File: src/hw/rtl/bsmw_ram.sv
// Generic one-write one-read RAM with registered read data (old data on collision).
`default_nettype none

module bsmw_ram #(
   parameter int WIDTH = 8,
   parameter int DEPTH = 16
) (
   input  wire logic                                       clock,
   input  wire logic                                       wr_en,
   input  wire logic [((DEPTH > 1) ? $clog2(DEPTH) : 1)-1:0] wr_addr,
   input  wire logic [WIDTH-1:0]                           wr_data,
   input  wire logic [((DEPTH > 1) ? $clog2(DEPTH) : 1)-1:0] rd_addr,
   output logic      [WIDTH-1:0]                           rd_data
);

   logic [WIDTH-1:0] mem_ff [DEPTH];
   logic [WIDTH-1:0] rd_data_ff;

   always_ff @(posedge clock) begin
      if (wr_en) begin
         mem_ff[wr_addr] <= wr_data;
      end
      rd_data_ff <= mem_ff[rd_addr];
   end

   assign rd_data = rd_data_ff;

endmodule

`default_nettype wire

File: config.mk
export PLATFORM = sky130hd
export DESIGN_NAME = bsmw_ram
export DESIGN_NICKNAME = d
export VERILOG_FILES = /design/src/hw/rtl/bsmw_ram.sv
export SDC_FILE = /design/constraint.sdc
export NUM_CORES = 1
export LEC_CHECK = 0
export ABC_AREA = 1
export BUFFER_PORTS_ARGS = -buffer_cell sky130_fd_sc_hd__buf_2
export CAP_MARGIN = 20
export CORE_MARGIN = 2
export CORE_UTILIZATION = 55
export DETAILED_ROUTE_END_ITERATION = 16
export HOLD_SLACK_MARGIN = 0.05
export PLACE_DENSITY_LB_ADDON = 0.25
export SLEW_MARGIN = 40
export SYNTH_ARGS = -nofsm -noshare
export SYNTH_HDL_FRONTEND = slang
export SYNTH_SLANG_ARGS = --single-unit
File: constraint.sdc
create_clock -name clock -period 1.07 [get_ports clock]
set_input_delay 0.214 -clock clock [delete_from_list [all_inputs] [get_ports clock]]
set_output_delay 0.214 -clock clock [all_outputs]
set_load 0.02 [all_outputs]
==> flow_summary.json, run 1 <==
{
  "outcome": "finished with violations",
  "violations": "negative setup slack",
  "yosys_warnings": 0,
  "p_leak_nw": 3.04,
  "fin_setup_tns_ns": -0.909,
  "die_area_um2": 11300,
  "drv_cap": 0,
  "hold_path.class": "input pin to register",
  "crit_required_ns": 0.86,
  "placementRows": 37,
  "setup_violations": 8,
  "cp_cell_sequence": "buf_6",
  "wl_per_cell_um": 16.8,
  "routed_via_density": 5.19,
  "ff2ff_path_depth": 6,
  "rrSetupSlack_ns": 0.03,
  "clk_latency_ns": 0.52,
  "postCtsSetupBuffers": 0,
  "antenna_found_initial": 0,
  "worst_slack_ns": -0.134,
  "routabilityCongestion": 0.843,
  "fmax_mhz": 831,
  "routed_wl_mm": 12.7,
  "groute.usage.overall": 0.245,
  "cp_max_fo": 1,
  "clockBufferDepth": 2,
  "syn_area_um2": 5770,
  "synthesis.nets": 569,
  "drtPass1Iterations": 6,
  "fp.coreArea_um2": 10200,
  "crit_buf_inv": 1,
  "layout-drive-gt1-share": 0.173,
  "num_vias": 3926,
  "syn_inst": 551,
  "hold_ws_ns": 0.109,
  "pwr-share-seq": 0.490,
  "r2r-end": "rd_data[6]",
  "hold_end": "mem_ff[7][7]",
  "slowest_stage": "dfxtp_2",
  "drv_slew": 0,
  "p_int_mw": 9.57,
  "fin_crit_sh": 1.12,
  "drt_iter0_markers": 403,
  "crit_arrival_ns": 0.99,
  "final_hold_viol_count": 0,
  "ys_types": 12,
  "ant_nets": 0,
  "synthToLayoutAreaGrowth_pct": 20.4,
  "maxSlewHeadroom": 0.735,
  "grt_pass1_vias": 3789,
  "period_needed_ns": 1.20,
  "critPathLaunchType": "register",
  "crit_family": "flip-flops",
  "clock_power_share": 0.436,
  "p_sw_frac": 0.220,
  "crit_type": "register to output pin",
  "cp-end-kind": "output pin",
  "power_mw": 12.3,
  "clock-sinks": 136,
  "worstMarginPinSlew_ns": 0.397,
  "grt_pass1_wl_mm": 20.0,
  "tritoncts": "yes",
  "final_common_cell": "nand2_1",
  "grt_max_degree": 33,
  "cts-root-buf": "clkbuf_8",
  "layout_common_cells": "nand2_1 (173), edfxtp_1 (128), inv_1 (100), nand3_1 (95), buf_4 (24)",
  "power_frac_comb": 0.074,
  "grt-ovfl-total": 0,
  "final.setup_skew_ns": 0.00502,
  "vdd_ir_drop_max_uv": 1010,
  "diodes": 0,
  "cts_buffers": 17,
  "ios": 26,
  "drc": 0,
  "crit_path_max_incr_delay_ns": 0.35,
  "die_h_um": 106,
  "ys_seq_elements": 136,
  "worstHoldStart": "wr_data[7]",
  "cts_max_level": 4,
  "dp_hpwl_mm": 8.02,
  "nets": 625,
  "io_buffers": 25,
  "synth_area_per_cell_um2": 10.5,
  "r2r-start": "mem_ff[9][6]",
  "fp.dieW_um": 106,
  "hold_depth": 1,
  "n_fill_cell": 720,
  "powerDensity_nw_per_um2": 1770,
  "initial_core_util": 0.564,
  "power_switching_mw": 2.69,
  "rsz0062_at_grt": "yes",
  "ys_seq_area_frac": 0.694,
  "clk_pin_slew_ns": 0.06
}
-- cell families after synthesis --
kind of cell	share of synthesized area
AND/OR/NAND/NOR	0.210
flip-flops	0.694
buffers and inverters	0.0952
-- cell type report --
type                       count  area [µm²]  share of cell area
tap                          136         170              0.0245
inverter                     102         383              0.0552
clock buffer                  17         414              0.0597
multi-input combinational    289        1240               0.178
clock inverter                15         135              0.0195
timing repair buffer          61         586              0.0844
sequential                   136        4010               0.578
-- stage by stage --
step	cells	setup WS, ns	util	cell area, µm²
2_1_floorplan	551	-0.0948	-	5780
3_3_place_gp	723	-0.223	0.617	6310
3_5_place_dp	723	-0.207	0.617	6310
4_1_cts	756	-0.157	0.677	6930
5_1_grt	756	-0.166	0.678	6940
6_report	756	-0.134	0.678	6940
-- power groups by stage --
stage	registers [mW]	logic, mW	clock network [mW]
after floorplan	6.14	0.424	0
after global placement	6.10	0.836	0
after detailed placement	6.10	0.850	0
after CTS	6.01	0.900	5.42
after global routing	6.02	0.982	5.65
final	6.01	0.902	5.35
-- metal layers --
layer | wire length, µm | track usage
met5 | 0 | 0
met4 | 314 | 0.101
met3 | 1160 | 0.0570
met2 | 6010 | 0.380
met1 | 5190 | 0.337
-- cell usage after synthesis --
master / count / area share
nand2_1: 173 / 0.11
edfxtp_1: 128 / 0.67
inv_1: 100 / 0.065
nand3_1: 97 / 0.084
nor2_1: 17 / 0.011
buf_2: 13 / 0.011
dfxtp_1: 8 / 0.028
buf_6: 6 / 0.012
buf_4: 4 / 0.0052
inv_2: 2 / 0.0013
nand3b_1: 2 / 0.0026
buf_1: 1 / 0.00065
-- state kept, by name, summed over array words and instances (netlist names) --
name / flops
mem_ff: 128
rd_data: 8
-- how the worst max path moves through the flow --
| stage | from | end | slack [ns] | cells after the start |
|---|---|---|---|---|
| floorplan | wr_addr[2] | mem_ff[10][0] | -0.09 | 2 |
| global placement | rd_addr[0] | rd_data[2] | -0.22 | 8 |
| detailed placement | rd_addr[0] | rd_data[2] | -0.21 | 8 |
| CTS | rd_data[3] | rd_data[3] | -0.16 | 1 |
| global route | rd_data[3] | rd_data[3] | -0.17 | 1 |
| finish | rd_data[3] | rd_data[3] | -0.13 | 1 |
-- repair_timing --
action,CTS,global route
setup endpoints to repair,8,10
hold buffers,1,0
pin swaps,0,0
resized for setup,23,3
hold endpoints to repair,3,0
(Power assumes the default switching activity.)
==> run 2, diff against run 1 <==
--- a/config.mk
+++ b/config.mk
@@ -10,5 +10,5 @@
 export CAP_MARGIN = 20
 export CORE_MARGIN = 2
-export CORE_UTILIZATION = 55
+export CORE_UTILIZATION = 24
 export DETAILED_ROUTE_END_ITERATION = 16
 export HOLD_SLACK_MARGIN = 0.05
==> constraint.sdc (replaced) <==
create_clock -name clock -period 1.07 [get_ports clock]
set_input_delay 0.107 -clock clock [delete_from_list [all_inputs] [get_ports clock]]
set_output_delay 0.107 -clock clock [all_outputs]
set_load 0.02 [all_outputs]
==> flow_summary.json, run 2 (synthesized netlist as in run 1, its figures left out) <==
{
  "hold_depth": 1,
  "die_area_um2": 25300,
  "cp-end-kind": "output pin",
  "clockBufferDepth": 2,
  "worstMarginPinSlew_ns": 0.405,
  "groute.usage.overall": 0.120,
  "drv_cap": 0,
  "fmax_mhz": 982,
  "cts_hold_buffers": 0,
  "io_buffers": 25,
  "layout-drive-gt1-share": 0.158,
  "ios": 26,
  "crit_path_max_incr_delay_ns": 0.36,
  "postCtsSetupBuffers": 0,
  "crit_required_ns": 0.96,
  "grt_pass1_vias": 3880,
  "post-place-ws_ns": -0.150,
  "period_needed_ns": 1.02,
  "ff2ff_path_depth": 6,
  "vdd_ir_drop_max_uv": 1270,
  "nets": 619,
  "n_fill_cell": 2445,
  "num_vias": 3832,
  "wl_per_cell_um": 15.4,
  "fp.coreArea_um2": 23500,
  "regMostFlops": "mem_ff",
  "crit_buf_inv": 1,
  "power_switching_mw": 2.81,
  "synthToLayoutAreaGrowth_pct": 22.7,
  "grt-ovfl-total": 0,
  "crit_type": "register to output pin",
  "pwr-share-seq": 0.465,
  "routed_via_density": 4.11,
  "crit_arrival_ns": 0.91,
  "drv_slew": 0,
  "tritoncts": "yes",
  "fp.dieW_um": 159,
  "clk_pin_slew_ns": 0.06,
  "layout_common_cells": "nand2_1 (173), edfxtp_1 (128), inv_1 (100), nand3_1 (91), buf_4 (27)",
  "ant_nets": 0,
  "outcome": "complete, no violations",
  "crit_family": "flip-flops",
  "cts_max_level": 4,
  "drc": 0,
  "initial_core_util": 0.245,
  "final.setup_skew_ns": 0.00577,
  "power_frac_comb": 0.065,
  "diodes": 0,
  "worst_slack_ns": 0.0516,
  "placementRows": 56,
  "grt_pass1_wl_mm": 22.3,
  "finish.utilization": 0.301,
  "clock_power_share": 0.470,
  "dp_hpwl_mm": 9.25,
  "cp_max_fo": 1,
  "cts-root-buf": "clkbuf_16",
  "cts_buffers": 17,
  "powerDensity_nw_per_um2": 1830,
  "cp_cell_sequence": "buf_6",
  "clock-sinks": 136,
  "routed_wl_mm": 14.3,
  "slowest_stage": "dfxtp_2",
  "drtPass1Iterations": 4,
  "final_hold_viol_count": 0,
  "drt_iter0_markers": 244,
  "p_sw_frac": 0.218,
  "dp_cells": 901,
  "final_cells": 933,
  "grt_max_degree": 42,
  "largest_register_ffs": 128,
  "fin_crit_sh": 0.952,
  "die_h_um": 159,
  "antenna_found_initial": 0,
  "hold_path.class": "input pin to register",
  "clk_latency_ns": 0.42,
  "p_leak_nw": 3.00,
  "p_int_mw": 10.1,
  "routabilityCongestion": 0.758,
  "fin_setup_tns_ns": 0,
  "setup_violations": 0,
  "critPathLaunchType": "register",
  "maxSlewHeadroom": 0.730,
  "crit_cells": 1,
  "final_common_cell": "nand2_1",
  "rsz0062_at_grt": "no"
}
-- run 2: cell types whose count changed in the layout (fill, tap and decap cells not counted), sizes merged --
cell	previous run	this run
buf	60	55
clkbuf	17	19
clkinvlp	1	4
inv	103	102
dlygate4sd3	1	0
clkinv	11	5
bufinv	2	4
-- run 2: stage by stage --
stage	area (µm²)	total power, mW	hold WS, ns
final	7080	12.9	0.0987
after global routing	7080	13.4	0.102
after CTS	7040	13.0	0.0807
after detailed placement	6410	6.94	0.531
after global placement	6410	6.93	0.530
after floorplan	5770	6.56	0.206
-- run 2: timing repair --
action / 4_1_cts / 5_1_grt
gates resized for setup: 6 / 10
endpoints found under the hold margin: 0 / 0
gates cloned: 0 / 0
setup endpoints to repair: 4 / 8
pin swaps: 0 / 1
-- run 2: worst paths after layout --
path | slack [ns] | startpoint | to
max | 0.05 | rd_data[4] | rd_data[4]
max reg2reg | 0.08 | mem_ff[9][1] | rd_data[1]
min reg2reg | 0.67 | mem_ff[6][7] | rd_data[7]
min | 0.1 | wr_data[1] | mem_ff[11][1]
-- run 2: worst reg2reg max path, delay by kind of cell, from the launching register on --
family / cells / cell delay, ns
flip-flops: 1 / 0.35
buffers and inverters: 1 / 0.06
AND/OR/NAND/NOR: 5 / 0.45
-- run 2: area by class of cell --
type | instances | area [µm²] | share of cell area
Clock buffer | 19 | 433 | 0.0612
Clock inverter | 13 | 179 | 0.0253
Inverter | 102 | 383 | 0.0541
Multi-Input combinational cell | 289 | 1240 | 0.176
Sequential cell | 136 | 4010 | 0.566
Tap cell | 319 | 399 | 0.0564
Timing Repair Buffer | 55 | 430 | 0.0608
-- run 2: layer usage --
metal  global-route usage  vias to the layer above  share of wire
met2                0.195                       91           0.48
met1                0.150                     1845           0.45
met4               0.0607                        0          0.029
li1                     -                     1873              -
met3               0.0271                       23          0.048
met5                    0                        -              0
-- run 2: power groups by stage --
stage               combinational (mW)  sequential (mW)  clock [mW]
floorplan                        0.420             6.14           0
detailed placement               0.831             6.11           0
finish                           0.842             6.00        6.08
global placement                 0.819             6.11           0
CTS                              0.845             6.00        6.20
global route                     0.941             6.01        6.42
